==> src/rtl/fkw_pkg.sv <==
`default_nettype none
// ----------------------------------------------------------------------------
// fkw_pkg
// Shared types and fixed-point constants of the filter kernel weight core.
// ----------------------------------------------------------------------------
package fkw_pkg;

	// filter kind codes as held in the filter_kind register
	typedef enum logic [2:0] {
		KIND_BOX      = 3'd0,
		KIND_TENT     = 3'd1,
		KIND_GAUSS    = 3'd2,
		KIND_MITCHELL = 3'd3,
		KIND_QUAD     = 3'd4,
		KIND_CUBIC    = 3'd5,
		KIND_CATROM   = 3'd6,
		KIND_ZERO     = 3'd7
	} fkw_kind_t;

	// per-stage load enables of the pipeline
	typedef struct packed {
		logic s1;
		logic s2;
		logic s3;
		logic s4;
		logic s5;
		logic s6;
	} fkw_adv_t;

	// register word index of filter_kind on the APB port
	localparam logic REG_FILTER_KIND = 1'b0;

	// field widths
	localparam int OFFSET_W = 16;
	localparam int WEIGHT_W = 18;
	localparam int MAG_W    = 17;   // |offset|, 0..32768
	localparam int GAUSS_W  = 15;   // Gaussian table entry, at most 16338

	// polynomial pipeline: final Horner sum, biased so that it is never negative
	localparam int P3_W = 56;

	// offset 1.0 in Q2.14 and weight 1.0 in Q2.16
	localparam logic [MAG_W-1:0]    UNIT_Q14   = 17'd16384;
	localparam logic [WEIGHT_W-1:0] WEIGHT_ONE = 18'd65536;

	// rounding divide: weight = floor(p3 / (DIV_DEN * 2^DIV_FRAC)) - 1.0
	localparam int DIV_FRAC  = 17;
	localparam int DIV_X_W   = 31;
	localparam int DIV_SHIFT = 45;
	localparam logic [31:0] DIV_RECIP = 32'd3909374677;   // ceil(2^45 / 9000)

endpackage : fkw_pkg
`default_nettype wire

==> src/rtl/fkw_gauss_rom.sv <==
`default_nettype none
// ----------------------------------------------------------------------------
// fkw_gauss_rom
// Gaussian weight table over |offset| in [0,2), filled at elaboration.
// Two stages: table index from the magnitude, then the registered read.
// ----------------------------------------------------------------------------
module fkw_gauss_rom #(
	parameter int GAUSS_TABLE_DEPTH = 256
) (
	input  wire                       clk,
	input  fkw_pkg::fkw_adv_t         adv,
	input  wire [fkw_pkg::MAG_W-1:0]  mag,
	output logic [fkw_pkg::GAUSS_W-1:0] entry
);
	import fkw_pkg::*;

	localparam int IDX_W = $clog2(GAUSS_TABLE_DEPTH);
	localparam int DEP_W = $clog2(GAUSS_TABLE_DEPTH + 1);
	localparam int FULL_W = MAG_W + DEP_W - 15;
	localparam logic [FULL_W-1:0] LAST_IDX = FULL_W'(GAUSS_TABLE_DEPTH - 1);

	localparam longint unsigned Q30_ONE    = 64'd1073741824;
	localparam longint unsigned EXP_M1_Q30 = 64'd395007542;
	localparam longint unsigned PEAK_Q30   = 64'd267683837;

	// 0.2493*exp(-4.5*x*x) at x = 2i/depth, Q2.16
	function automatic logic [GAUSS_W-1:0] gauss_entry(input longint unsigned i);
		longint unsigned y;
		longint unsigned k;
		longint unsigned f;
		longint unsigned term;
		longint unsigned sum;
		longint unsigned e;
		longint unsigned n;
		y = ((64'd18 * i * i) << 30) / (GAUSS_TABLE_DEPTH * GAUSS_TABLE_DEPTH);
		k = y >> 30;
		f = y & (Q30_ONE - 64'd1);
		// Taylor sum of exp(-f), each term truncated
		term = Q30_ONE;
		sum  = Q30_ONE;
		term = ((term * f) >> 30) / 64'd1;   sum = sum - term;
		term = ((term * f) >> 30) / 64'd2;   sum = sum + term;
		term = ((term * f) >> 30) / 64'd3;   sum = sum - term;
		term = ((term * f) >> 30) / 64'd4;   sum = sum + term;
		term = ((term * f) >> 30) / 64'd5;   sum = sum - term;
		term = ((term * f) >> 30) / 64'd6;   sum = sum + term;
		term = ((term * f) >> 30) / 64'd7;   sum = sum - term;
		term = ((term * f) >> 30) / 64'd8;   sum = sum + term;
		term = ((term * f) >> 30) / 64'd9;   sum = sum - term;
		term = ((term * f) >> 30) / 64'd10;  sum = sum + term;
		term = ((term * f) >> 30) / 64'd11;  sum = sum - term;
		term = ((term * f) >> 30) / 64'd12;  sum = sum + term;
		// one exp(-1) factor per integer part
		e = sum;
		for (n = 64'd0; n < 64'd24; n++) begin
			if (n < k) begin
				e = (e * EXP_M1_Q30 + (64'd1 << 29)) >> 30;
			end
		end
		return GAUSS_W'((e * PEAK_Q30 + (64'd1 << 43)) >> 44);
	endfunction

	logic [GAUSS_W-1:0] rom [GAUSS_TABLE_DEPTH];

	for (genvar g = 0; g < GAUSS_TABLE_DEPTH; g++) begin : g_rom
		assign rom[g] = gauss_entry(longint'(g));
	end

	// index = (mag * depth) >> 15, saturated at the last entry
	logic [MAG_W+DEP_W-1:0] idx_prod;
	logic [FULL_W-1:0]      idx_full;
	logic [IDX_W-1:0]       idx_d;

	assign idx_prod = MAG_W'(mag) * DEP_W'(GAUSS_TABLE_DEPTH);
	assign idx_full = idx_prod[MAG_W+DEP_W-1:15];
	assign idx_d    = (idx_full > LAST_IDX) ? IDX_W'(LAST_IDX) : IDX_W'(idx_full);

	logic [IDX_W-1:0]   idx_s2;
	logic [GAUSS_W-1:0] entry_s3;

	// register the index, then the table word
	always_ff @(posedge clk) begin
		if (adv.s2) begin
			idx_s2 <= idx_d;
		end
		if (adv.s3) begin
			entry_s3 <= rom[idx_s2];
		end
	end

	assign entry = entry_s3;

endmodule : fkw_gauss_rom
`default_nettype wire

==> config.mk <==
export PLATFORM = sky130hd
export DESIGN_NAME = fkw_gauss_rom
export DESIGN_NICKNAME = d
export VERILOG_FILES = /design/src/rtl/fkw_pkg.sv /design/src/rtl/fkw_gauss_rom.sv
export SDC_FILE = /design/constraint.sdc
export NUM_CORES = 1
export LEC_CHECK = 0
export BUFFER_PORTS_ARGS = -buffer_cell sky130_fd_sc_hd__clkbuf_2
export CORE_MARGIN = 4
export CORE_UTILIZATION = 55
export DETAILED_ROUTE_END_ITERATION = 6
export PLACE_DENSITY = 0.75
export SLEW_MARGIN = 25
export SYNTH_ARGS = -nofsm -noshare
export SYNTH_HDL_FRONTEND = slang
export SYNTH_SLANG_ARGS = --single-unit
==> constraint.sdc <==
create_clock -name clk -period 5.4 [get_ports clk]
set_input_delay 0.27 -clock clk [delete_from_list [all_inputs] [get_ports clk]]
set_output_delay 0.27 -clock clk [all_outputs]
set_load 0.05 [all_outputs]
[Word-level counts from Yosys, hierarchy flattened]
Memory sizes are Yosys's and may differ from the RTL's. A register that Yosys moved wholly into a read port is not among the register bits.
Index checks and enable logic that the tools add are counted.
Word-level totals
  bits in read-only memories: 3840
  memories kept: 1
  input port bits: 24
  memory bits (writable): 0
  word-level logic and storage cells: 4
  register bits after elaboration: 8
  output and inout port bits: 15
  bits in latches: 0
Memory list
  (name not given): depth 256, width 15, rd ports 1, clocked after Yosys merged registers in 1, write ports 0, RTL line fkw_gauss_rom.sv:87  | entry_s3 <= rom[idx_s2];
Cells by class
  shift operators: 0
  reduce and logical (&&, ||, !) cells: 0
  eq/ne operators: 0
  $lt $le $gt $ge: 1
  bitwise logic cells: 1
  divide/modulo/power cells: 0
  multiply operators: 0
  $add $sub $neg: 0
  multiplexer cells: 0
Operator list (count)
  10-bit by 8-bit > comparator with 1-bit output, second input constant: 1
  8-bit NOT with 9-bit output: 1

[Logic depth before layout (Yosys ltp)]
  depth after elaboration: 1
  depth in mapped cells: 10
  mapped depth without buffers: 7

[Worst setup path after synthesis]
No wires, ideal clock.
  path kind: register -> register
  start point: reg idx_s2[1]
  end point: reg entry_s3[1] (netlist: entry[1]) (data pin)
  stages on the path, launching flop included: 11
  library setup time: 0.274 ns
  required time: 5.126 ns
  path buffers: 3
  clock period less this slack: 2.643 ns
  slack: 2.757 ns
  arrival: 2.369 ns
  cells stage by stage: edfxtp_1 buf_2 buf_2 inv_1 ha_1 buf_4 nor2b_2 o311ai_1 o21ai_1 a222oi_1 o211ai_1
Between the ends
  longest elaborated chain between the ends: 1
RTL lines
  start, declared: RTL line fkw_gauss_rom.sv:78  | logic [IDX_W-1:0] idx_s2;
  start signal, assigned: RTL line fkw_gauss_rom.sv:84  | idx_s2 <= idx_d;
  8-bit NOT with 9-bit output (not written as such): RTL line fkw_gauss_rom.sv:87
  end, declared: RTL line fkw_gauss_rom.sv:79  | logic [GAUSS_W-1:0] entry_s3;
No other way between the ends.
A chain may end at the register's enable or synchronous reset.

[Worst setup path in the final report]
  start point: reg idx_s2[0]
  end point: reg entry_s3[3] (netlist: entry[3]) (data pin)
Same word-level chain as after synthesis.

==> metrics.txt <==
CTS buffer count=3; Synth-to-Final Area Change=1.181%; largest net degree at the start of global routing=between 100 and 150; total die area=between 8000 and 9000 um^2; status=finished, final reports clean; Yosys reg bits=22; commonest non-fill, non-tap cell in the layout=nand2_1; final core occ=0.5810; Async SR Flop Fraction=0; period utilisation layout=0.6977; crit end category=register; DR pass1 iterations=6; root buf cell=clkbuf_8; initial drt markers=898; Clock Sinks=22; H-Tree Depth=1; initial antenna violation count=1; first-pass GRT wire length=around 22000 um; Max-Cap Viols=0; HP Class=in2reg; Max rail drop VDD=about 0.15 mV; DRC viols=0; Power Dens Cells=215.9 nW/um^2; Worst Skew=7.695 ps; Worst-Skew Late Latency=about 280 ps; post-route ant nets=0; Mapped Area=3709 um^2; WL/cell=around 26 um; placed cells=between 500 and 600; Post-Syn Instances=roughly 490; final hold slack=between 200 and 250 ps; Reg area=about 660 um^2; distinct cell type count after synthesis=between 70 and 80; syn_nets=approximately 530; core area=about 6500 um^2; unrepaired setup endpoints after global routing=no; most area-consuming cells after synthesis=edfxtp_1 18%, ha_1 5.7%, a21oi_1 5.4%; Synth Area per Inst=between 7 and 8 um^2; DP Worst Slack=1774 ps; critical path type=reg2reg; pins over their slew limit=0; starting density of the core=0.5742; hold_buf cts=0; setup_tns=0 ps; Rel. slew slack=0.3734; CP arrival=3780 ps; NumNets Final=a little over 500; Total GRT Usage=0.3356; Final Hold Fails=0; Worst Path Required=approximately 5400 ps; WL final=between 10000 and 15000 um; post-route cell area=between 3000 and 4000 um^2; Placed Area=around 3700 um^2; hpwl dp=around 9400 um; Post-Layout Cell Count=about 550; Worst-path clk slew=around 90 ps; final setup margin=1633 ps; Site Rows=29; leakage=1.369 nW; commonest non-fill, non-tap cells in the layout=48 x nand2_1, 40 x a21oi_1, 32 x o21ai_0; Post-synth EDFFs=22; CTS tree=yes; via count=about 4.2k; Yosys top cell area share=0.1781; worst-path fanout max=18; # setup viols final=0; die height=between 90 and 100 um; synth warn=0; Worst-Margin Slew=939.9 ps; Chip Width=90.12 um; post-synth top area cell=edfxtp_1; I/O pins=39; fillcell total=roughly 620; total power=a little over 0.8 mW; number of port buffers=26; startpoint type of the worst setup path=register; total grt overflow=0; predominant post-synthesis flop cell=edfxtp_1; routability congestion estimate from global placement=~1.1; CTS-repair resized insts=0; Max Clk Rate=0.2654 GHz; crit path time final=~3800 ps; Seq/Total Area, Yosys=0.1781; ratio of cells with drive above 1 in the final layout=0.1245; vias in the first global route=between 3k and 4k; multi-input logic area=2689 um^2; Max clock buf depth=2; Via density=7.634; postcts setup bufs=0
[routing by layer]
layer  track usage  routed length, um  vias up
li1              -                  -     1839
met4        0.1531                848        0
met2        0.4829               5967      391
met1        0.4671               5362     1899
met5      0.006410                  0        -
met3       0.08681               2080       85
[final timing paths]
kind	slack, ps	from	cells past startpoint	end
max	1630	idx_s2[0]$_SDFFCE_PN1P_	7	entry[3]$_DFFE_PP_
min	250	mag[7]	2	idx_s2[0]$_SDFFCE_PN1P_
max reg2reg	1630	idx_s2[0]$_SDFFCE_PN1P_	7	entry[3]$_DFFE_PP_
min reg2reg	870	idx_s2[7]$_SDFFCE_PN1P_	1	entry[12]$_SDFFCE_PP0P_
[Yosys cell counts (5+ instances only)]
cell and n:
o211ai_1 16, buf_4 11, mux4_2 5, buf_6 5
o21ai_1 5, a211oi_1 8, or2_2 5, a21o_1 6
a31oi_1 11, nand2_1 48, o31ai_1 8, o311ai_1 9
nor2_1 25, nor3_1 8, nand3_1 11, nor2b_1 25
a311oi_1 11, edfxtp_1 22, clkbuf_1 13, nand2b_1 24
a21oi_1 40, o21ai_0 32, inv_1 8, ha_1 17
buf_2 23, or3_1 11
[worst max-delay path, cell delays in order (launching register included)]
cell      delay, ps
edfxtp_1        930
inv_2           310
ha_1            810
or2_2           300
o221ai_1        140
a211o_1         320
a221oi_1        480
o221ai_1        200
[cell type report]
type                       count  share of cell area
tap                           77             0.02568
antenna                        1           0.0006669
multi-input combinational    405              0.7166
inverter                      10             0.01000
clock inverter                 1            0.008003
sequential                    22              0.1761
timing repair buffer          33             0.05202
clock buffer                   3             0.01100
[cell families after synthesis]
logic type               after synthesis  share of synthesized area
AO/OA/AOI/OAI                        192                     0.3539
adder cells (fa/ha/maj)               17                    0.05735
buffers and inverters                 64                    0.09683
flip-flops                            22                     0.1781
multiplexers                           9                    0.04285
other                                  1                   0.001011
AND/OR/NAND/NOR                      186                     0.2699
[sequential cells by signal, summed over array words and instances, names as in the netlist]
signal / count
idx_s2: 8
entry: 14
[report_power, final]
group / switching [mW] / leakage [nW] / internal, mW
Combinational: 0.289 / 1.11 / 0.134
Sequential: 0.0200 / 0.224 / 0.208
Clock: 0.0601 / 0.0357 / 0.0993
Total: 0.369 / 1.37 / 0.442
Power figures use the tool's default switching activity.
