===== config.mk =====
export PLATFORM = sky130hd
export DESIGN_NAME = fkw_horner
export DESIGN_NICKNAME = d
export VERILOG_FILES = /design/src/rtl/fkw_pkg.sv /design/src/rtl/fkw_horner.sv
export SDC_FILE = /design/constraint.sdc
export NUM_CORES = 2
export LEC_CHECK = 0
export ABC_CLOCK_PERIOD_IN_PS = 21700
export BUFFER_PORTS_ARGS = -buffer_cell sky130_fd_sc_hd__buf_2
export CORE_MARGIN = 2
export CORE_UTILIZATION = 31
export DETAILED_ROUTE_END_ITERATION = 16
export SYNTH_ARGS = -nofsm -noshare
export SYNTH_HDL_FRONTEND = slang
export SYNTH_SLANG_ARGS = --single-unit
export TNS_END_PERCENT = 50

===== constraint.sdc =====
create_clock -name clk -period 21.7 [get_ports clk]
set_input_delay 4.34 -clock clk [delete_from_list [all_inputs] [get_ports clk]]
set_output_delay 4.34 -clock clk [all_outputs]
set_load 0.05 [all_outputs]

===== src/rtl/fkw_pkg.sv =====
`default_nettype none
// ----------------------------------------------------------------------------
// fkw_pkg
// Shared types and fixed-point constants of the filter kernel weight core.
// ----------------------------------------------------------------------------
package fkw_pkg;

	// filter kind codes as held in the filter_kind register
	typedef enum logic [2:0] {
		KIND_BOX      = 3'd0,
		KIND_TENT     = 3'd1,
		KIND_GAUSS    = 3'd2,
		KIND_MITCHELL = 3'd3,
		KIND_QUAD     = 3'd4,
		KIND_CUBIC    = 3'd5,
		KIND_CATROM   = 3'd6,
		KIND_ZERO     = 3'd7
	} fkw_kind_t;

	// per-stage load enables of the pipeline
	typedef struct packed {
		logic s1;
		logic s2;
		logic s3;
		logic s4;
		logic s5;
		logic s6;
	} fkw_adv_t;

	// register word index of filter_kind on the APB port
	localparam logic REG_FILTER_KIND = 1'b0;

	// field widths
	localparam int OFFSET_W = 16;
	localparam int WEIGHT_W = 18;
	localparam int MAG_W    = 17;   // |offset|, 0..32768
	localparam int GAUSS_W  = 15;   // Gaussian table entry, at most 16338

	// polynomial pipeline: final Horner sum, biased so that it is never negative
	localparam int P3_W = 56;

	// offset 1.0 in Q2.14 and weight 1.0 in Q2.16
	localparam logic [MAG_W-1:0]    UNIT_Q14   = 17'd16384;
	localparam logic [WEIGHT_W-1:0] WEIGHT_ONE = 18'd65536;

	// rounding divide: weight = floor(p3 / (DIV_DEN * 2^DIV_FRAC)) - 1.0
	localparam int DIV_FRAC  = 17;
	localparam int DIV_X_W   = 31;
	localparam int DIV_SHIFT = 45;
	localparam logic [31:0] DIV_RECIP = 32'd3909374677;   // ceil(2^45 / 9000)

endpackage : fkw_pkg
`default_nettype wire


===== src/rtl/fkw_horner.sv =====
`default_nettype none
// ----------------------------------------------------------------------------
// fkw_horner
// Cubic spline kernels as one Horner pipeline. Per kind and interval the
// coefficients of N = k3*a^3 + k2*a^2 + k1*a + k0 are picked, all scaled to
// the common denominator 9000*2^17 per weight LSB, with the rounding offset
// and a one-unit bias folded into k0 so the sum is never negative.
// ----------------------------------------------------------------------------
module fkw_horner (
	input  wire                           clk,
	input  fkw_pkg::fkw_adv_t             adv,
	input  fkw_pkg::fkw_kind_t            kind,
	input  wire [fkw_pkg::MAG_W-1:0]      mag,
	output logic signed [fkw_pkg::P3_W-1:0] p3
);
	import fkw_pkg::*;

	localparam int A_W  = 15;   // magnitude inside any live interval, < 20480
	localparam int K3_W = 8;
	localparam int K2_W = 22;
	localparam int K1_W = 36;
	localparam int K0_W = 49;
	localparam int P1_W = 24;
	localparam int P2_W = 40;

	localparam longint SCALE_D  = 64'sd10240;   // 1/1.6 in Q2.14
	localparam longint DIV_DEN  = 64'sd9000;
	// half a weight LSB for rounding, plus 1.0 to keep the sum positive
	localparam longint ROUND_BIAS = DIV_DEN * ((64'sd1 << 16) + (64'sd1 << 33));

	typedef struct packed {
		logic signed [K3_W-1:0] k3;
		logic signed [K2_W-1:0] k2;
		logic signed [K1_W-1:0] k1;
		logic signed [K0_W-1:0] k0;
	} fkw_coef_t;

	// pick the interval's coefficients; outside the support all but the k0 bias are zero
	function automatic fkw_coef_t coef_sel(input fkw_kind_t k, input logic [MAG_W-1:0] a);
		longint c3;
		longint c2;
		longint c1;
		longint c0;
		fkw_coef_t r;
		c3 = 0;
		c2 = 0;
		c1 = 0;
		c0 = 0;
		unique case (k)
			KIND_MITCHELL: begin
				if (a < MAG_W'(SCALE_D)) begin
					c3 = 84;  c2 = -144; c1 = 0;    c0 = 64;
				end else if (a < MAG_W'(2 * SCALE_D)) begin
					c3 = -28; c2 = 144;  c1 = -240; c0 = 128;
				end
			end
			KIND_QUAD: begin
				if (a < MAG_W'(SCALE_D / 2)) begin
					c3 = 0;   c2 = -72;  c1 = 0;    c0 = 54;
				end else if (a < MAG_W'(3 * SCALE_D / 2)) begin
					c3 = 0;   c2 = 36;   c1 = -108; c0 = 81;
				end
			end
			KIND_CUBIC: begin
				if (a < MAG_W'(SCALE_D)) begin
					c3 = 36;  c2 = -72;  c1 = 0;    c0 = 48;
				end else if (a < MAG_W'(2 * SCALE_D)) begin
					c3 = -12; c2 = 72;   c1 = -144; c0 = 96;
				end
			end
			KIND_CATROM: begin
				if (a < MAG_W'(SCALE_D)) begin
					c3 = 108; c2 = -180; c1 = 0;    c0 = 72;
				end else if (a < MAG_W'(2 * SCALE_D)) begin
					c3 = -36; c2 = 180;  c1 = -288; c0 = 144;
				end
			end
			default: begin
			end
		endcase
		r.k3 = K3_W'(c3);
		r.k2 = K2_W'(c2 * SCALE_D);
		r.k1 = K1_W'(c1 * SCALE_D * SCALE_D);
		r.k0 = K0_W'(c0 * SCALE_D * SCALE_D * SCALE_D + ROUND_BIAS);
		return r;
	endfunction

	fkw_coef_t         coef;
	logic [A_W-1:0]    a_in;
	logic signed [P1_W-1:0] p1_d;

	// the low bits suffice: outside the support every a term is zeroed
	assign coef = coef_sel(kind, mag);
	assign a_in = mag[A_W-1:0];
	assign p1_d = P1_W'(coef.k3) * P1_W'($signed({1'b0, a_in})) + P1_W'(coef.k2);

	logic signed [P1_W-1:0] p1_s2;
	logic [A_W-1:0]         a_s2;
	logic signed [K1_W-1:0] k1_s2;
	logic signed [K0_W-1:0] k0_s2;
	logic signed [P2_W-1:0] p2_s3;
	logic [A_W-1:0]         a_s3;
	logic signed [K0_W-1:0] k0_s3;
	logic signed [P3_W-1:0] p3_s4;

	// advance the three Horner steps, one multiply per stage
	always_ff @(posedge clk) begin
		if (adv.s2) begin
			p1_s2 <= p1_d;
			a_s2  <= a_in;
			k1_s2 <= coef.k1;
			k0_s2 <= coef.k0;
		end
		if (adv.s3) begin
			p2_s3 <= P2_W'(p1_s2) * P2_W'($signed({1'b0, a_s2})) + P2_W'(k1_s2);
			a_s3  <= a_s2;
			k0_s3 <= k0_s2;
		end
		if (adv.s4) begin
			p3_s4 <= P3_W'(p2_s3) * P3_W'($signed({1'b0, a_s3})) + P3_W'(k0_s3);
		end
	end

	assign p3 = p3_s4;

endmodule : fkw_horner
`default_nettype wire


# Word-level counts from Yosys, hierarchy flattened
# Cells that the tools add are included.
[op_classes]
n_addsub = 4
n_mul = 9
n_div = 0
order_cmp = 4
n_eq_ne = 4
n_shift = 0
muxes = 33
bitwise = 0
reduce_logical = 0
[op_table]
columns = ["operator", "n"]
rows = [
  ["$mux 64", 13],
  ["$pmux 64 s4", 3],
  ["$mul 64x4->53 const B", 2],
  ["$mux 8", 10],
  ["$mul 64x4->11 const B", 1],
  ["$add 56x49->56", 1],
  ["$mul 40x16->56", 1],
  ["$mul 53x4->14 const B", 1],
  ["$mul 53x4->42 const B", 1],
  ["$add 49x48->49 const B", 1],
  ["$mul 42x4->16 const B", 1],
  ["$add 40x36->40", 1],
  ["$mul 24x16->40", 1],
  ["$mux 7", 5],
  ["$lt 17x14->1 const B", 2],
  ["$add 24x22->24", 1],
  ["$mul 8x16->24", 1],
  ["$pmux 8 s3", 1],
  ["$lt 17x13->1 const B", 1],
  ["$lt 17x15->1 const B", 1],
  ["$eq 3x3->1 const B", 3],
  ["$mux 6", 1],
  ["$eq 3x2->1 const B", 1],
]
[totals]
regBits = 262
latchBits = 0
ramBits = 0
romBits = 0
inputBits = 27
output_inout_bits = 56
elab_cells = 62
memories = 0

# Logic depth before layout (Yosys ltp)
[depth]
ltp_word = 8
depth_mapped = 32
ltp_nobuf = 31

# Worst setup path after synthesis
# Ideal clock, no wire load.
[synth_path]
path_kind = "in2reg"
start = "input port kind[2]"
end = "register k0_s2[48], data pin"
setup_ns = 0.260
arrival_ns = 10.091
t_required_ns = 21.440
path_slack_ns = 11.350
stages = 28
path_buffers = 2
cell_sequence = "clkbuf_1 nor2b_1 nand3_1 or2_2 clkbuf_1 inv_1 ha_1 ha_1 fa_1 a211oi_1 o21bai_1 a21oi_2 xnor2_4 xor2_1 ha_1 or3_1 o21ai_0 a211oi_1 nor2_1 ha_1 ha_1 or3_1 o211ai_1 nor2_1 a2111oi_0 maj3_1 xnor2_1 xnor2_1"
[synth_rtl]
columns = ["element", "line", "source"]
rows = [
  ["start: declaration", "fkw_horner.sv:12", "input fkw_pkg::fkw_kind_t kind,"],
  ["end signal: assignment", "fkw_horner.sv:112", "k0_s2 <= coef.k0;"],
  ["end: declaration", "fkw_horner.sv:100", "logic signed [K0_W-1:0] k0_s2;"],
]

==> flow_summary.json <==
{
  "vias_per_cell": 4.585,
  "synth_cell_types": 73,
  "worst-endpoint-arrival_ns": 11.21,
  "nFillCells": 14716,
  "pin_count": 83,
  "wl_per_cell_um": 15.67,
  "via_count": 29840,
  "tns_ns": 0,
  "clkLatencyLatePin_ns": 0.53,
  "cts_buffer_depth": 2,
  "synth_edf_count": 186,
  "cp_common_cell": "ha_1",
  "max_cap_viol_count": 0,
  "hp-start": "k0_s2[41]$_DFFE_PP_",
  "antenna_found_initial": 2,
  "regToRegSetupSlack_ns": 13.70,
  "die_h_um": 383.7,
  "slowest_delay_ns": 0.51,
  "dp_hpwl_um": 81400,
  "ant_nets": 0,
  "cts_resized": 0,
  "postRouteWirelength_um": 102000,
  "r2r-start": "p2_s3[13]$_DFFE_PP_",
  "drc": 0,
  "rsz0062_at_grt": "false",
  "slowest_stage": "a211oi_1",
  "skew_ns": 0.02987,
  "ys.flop_type": "edfxtp_1",
  "hold_path_end": "k0_s3[41]$_DFFE_PP_",
  "final_util_pct": 33.26,
  "core_um2": 143300,
  "synth_largest_area_cell": "fa_1",
  "drtPass1Iterations": 5,
  "grt_max_degree": 67,
  "grt_pass1_wl_um": 172800,
  "setup-violations-final": 0,
  "fin_crit_ns": 10.94,
  "grt-ovfl-total": 0,
  "hold_path.class": "reg2reg",
  "port_buffers": 77,
  "yosysSeqAreaShare_pct": 12.50,
  "grt_util_all_layers_pct": 14.72,
  "synth_top_area_share_pct": 42.73,
  "h-tree-depth": 4,
  "synth_area_leaders": "fa_1 43%, edfxtp_1 12%, ha_1 11%",
  "start_util_pct": 31.19,
  "synthTopCellsByCount": "1,105 x inv_1, 954 x fa_1, 589 x nand2_1",
  "rr_worst_depth": 23,
  "max-slew-margin-rel_pct": 25.12,
  "cts_hold_buf": 0,
  "numCtsBuffers": 17,
  "cp-end-kind": "register",
  "syn_inst": 4635,
  "die_area_um2": 147200,
  "avgSynthCellArea_um2": 9.643,
  "cts.sinks": 186,
  "tritoncts": "built",
  "fin_nets": 5965,
  "drv_slew": 0,
  "reg2reg_to": "p3[54]$_DFFE_PP_",
  "stdcell_count": 6508,
  "fmax_mhz": 91.44,
  "yosysWarnings": 0,
  "post-place-cells": 6475,
  "area_growth_pct": 6.646,
  "hold_path_depth": 0,
  "worstMarginPinSlew_ns": 1.095,
  "worst-setup-path-type": "in2reg",
  "async_flop_share_pct": 0,
  "gp_congestion": 0.8250,
  "status": "completed",
  "dr.first_iter.drc_count": 1599,
  "yosysMostFrequentCell": "inv_1",
  "ys_ff_latch": 186,
  "grt_pass1_vias": 32933,
  "period_share_pct": 50.40,
  "clk_pin_slew_worst_paths_ns": 0.09,
  "required_ns": 21.97,
  "hold_violations": 0,
  "clockRootBuffer": "clkbuf_16",
  "netlist_area_um2": 44700,
  "cts_setup_buffers": 0,
  "die_w_um": 383.7,
  "critPathLaunchType": "input port",
  "row_count": 139,
  "drive_above_1_share_pct": 3.540,
  "crit_fanout": 18
}
-- stage by stage --
| stage | worst slack [ns] | area (um2) | hold slack, ns |
|---|---|---|---|
| 3_5_place_dp | 10.35 | 47050 | 0.4045 |
| 6_report | 10.76 | 47670 | 0.4223 |
| 3_3_place_gp | 10.48 | 47050 | 0.4036 |
| 4_1_cts | 10.90 | 47660 | 0.4161 |
| 2_1_floorplan | 11.35 | 44700 | 0.4003 |
| 5_1_grt | 10.19 | 47660 | 0.4320 |
-- per-layer routing --
| metal | share of wire (%) | vias to the layer above | track usage, % |
|---|---|---|---|
| li1 | - | 13830 | - |
| met3 | 4.2 | 127 | 2.054 |
| met4 | 1.9 | 2 | 3.595 |
| met2 | 49 | 562 | 25.50 |
| met1 | 45 | 15319 | 19.30 |
| met5 | 0.054 | - | 0.2924 |
-- worst max-delay path, delay by kind of cell --
| family | cells | cell delay, ns |
|---|---|---|
| simple gates | 10 | 1.92 |
| buf+inv | 1 | 0.18 |
| fa+ha+maj | 7 | 2.08 |
| mux | 1 | 0.16 |
| xor+xnor | 3 | 0.42 |
| compound gates | 8 | 2.10 |
-- cells in the final DEF (no fill, tap or decap), drive strengths merged, types with 4 or more instances in the layout --
cell type | synthesis | layout
nor2b | 16 | 16
clkinv | 0 | 5
xnor2 | 117 | 117
a211o | 8 | 8
o22ai | 8 | 8
and3 | 14 | 14
ha | 393 | 393
o31ai | 5 | 5
a21oi | 120 | 120
inv | 1105 | 1114
buf | 6 | 110
o2111ai | 4 | 4
or3 | 23 | 23
a211oi | 14 | 14
nand2 | 589 | 589
nor3 | 20 | 20
or2 | 9 | 9
clkbuf | 168 | 17
nand4 | 8 | 8
nand3 | 26 | 26
a2111oi | 5 | 5
o21bai | 22 | 22
edfxtp | 186 | 186
a21boi | 8 | 8
o21a | 12 | 12
o211ai | 7 | 7
and2 | 461 | 461
a31oi | 11 | 11
o21ai | 66 | 66
fa | 954 | 954
nor2 | 67 | 67
xor2 | 45 | 45
nand3b | 6 | 6
a21o | 66 | 66
nand2b | 22 | 22
-- sequential cells by signal (all words and copies together) (netlist names) --
register / cells
p3: 54
p2_s3: 38
p1_s2: 22
k0_s3: 16
a_s2: 15
a_s3: 15
k0_s2: 15
k1_s2: 11
-- kinds of logic (layout without fill, tap and decap cells) --
group	Yosys count	after routing	synth area share, %
mux	2	2	0.07558
simple gates	1273	1273	14.09
other cells	1	3	0.008390
compound gates	383	383	5.532
xor+xnor	163	163	3.267
buf+inv	1279	1247	10.78
fa+ha+maj	1348	1348	53.75
flops	186	186	12.50
-- worst max path at each step --
stage             from             endpoint  slack, ns  depth (start not counted)
2_1_floorplan  kind[2]  k0_s2[48]$_DFFE_PP_      11.35                         28
3_3_place_gp   mag[13]  k0_s2[48]$_DFFE_PP_      10.48                         30
3_5_place_dp   mag[13]  k0_s2[48]$_DFFE_PP_      10.35                         30
4_1_cts        mag[13]  k0_s2[48]$_DFFE_PP_      10.90                         30
5_1_grt        mag[16]  k0_s2[48]$_DFFE_PP_      10.19                         29
6_report       mag[13]  k0_s2[48]$_DFFE_PP_      10.76                         30
-- area by class of cell --
cell class	count	area [um2]	share of cell area (%)
multi-input combinational	3171	34300	71.95
sequential	186	5585	11.72
inverter	1105	4148	8.701
tap	1903	2381	4.995
timing repair buffer	110	633.1	1.328
clock buffer	17	425.4	0.8925
clock inverter	15	193.9	0.4069
antenna	1	2.502	0.005250
Power is not shown: default switching activity piles up to over one toggle a cycle in this logic, so the estimate is an artifact.
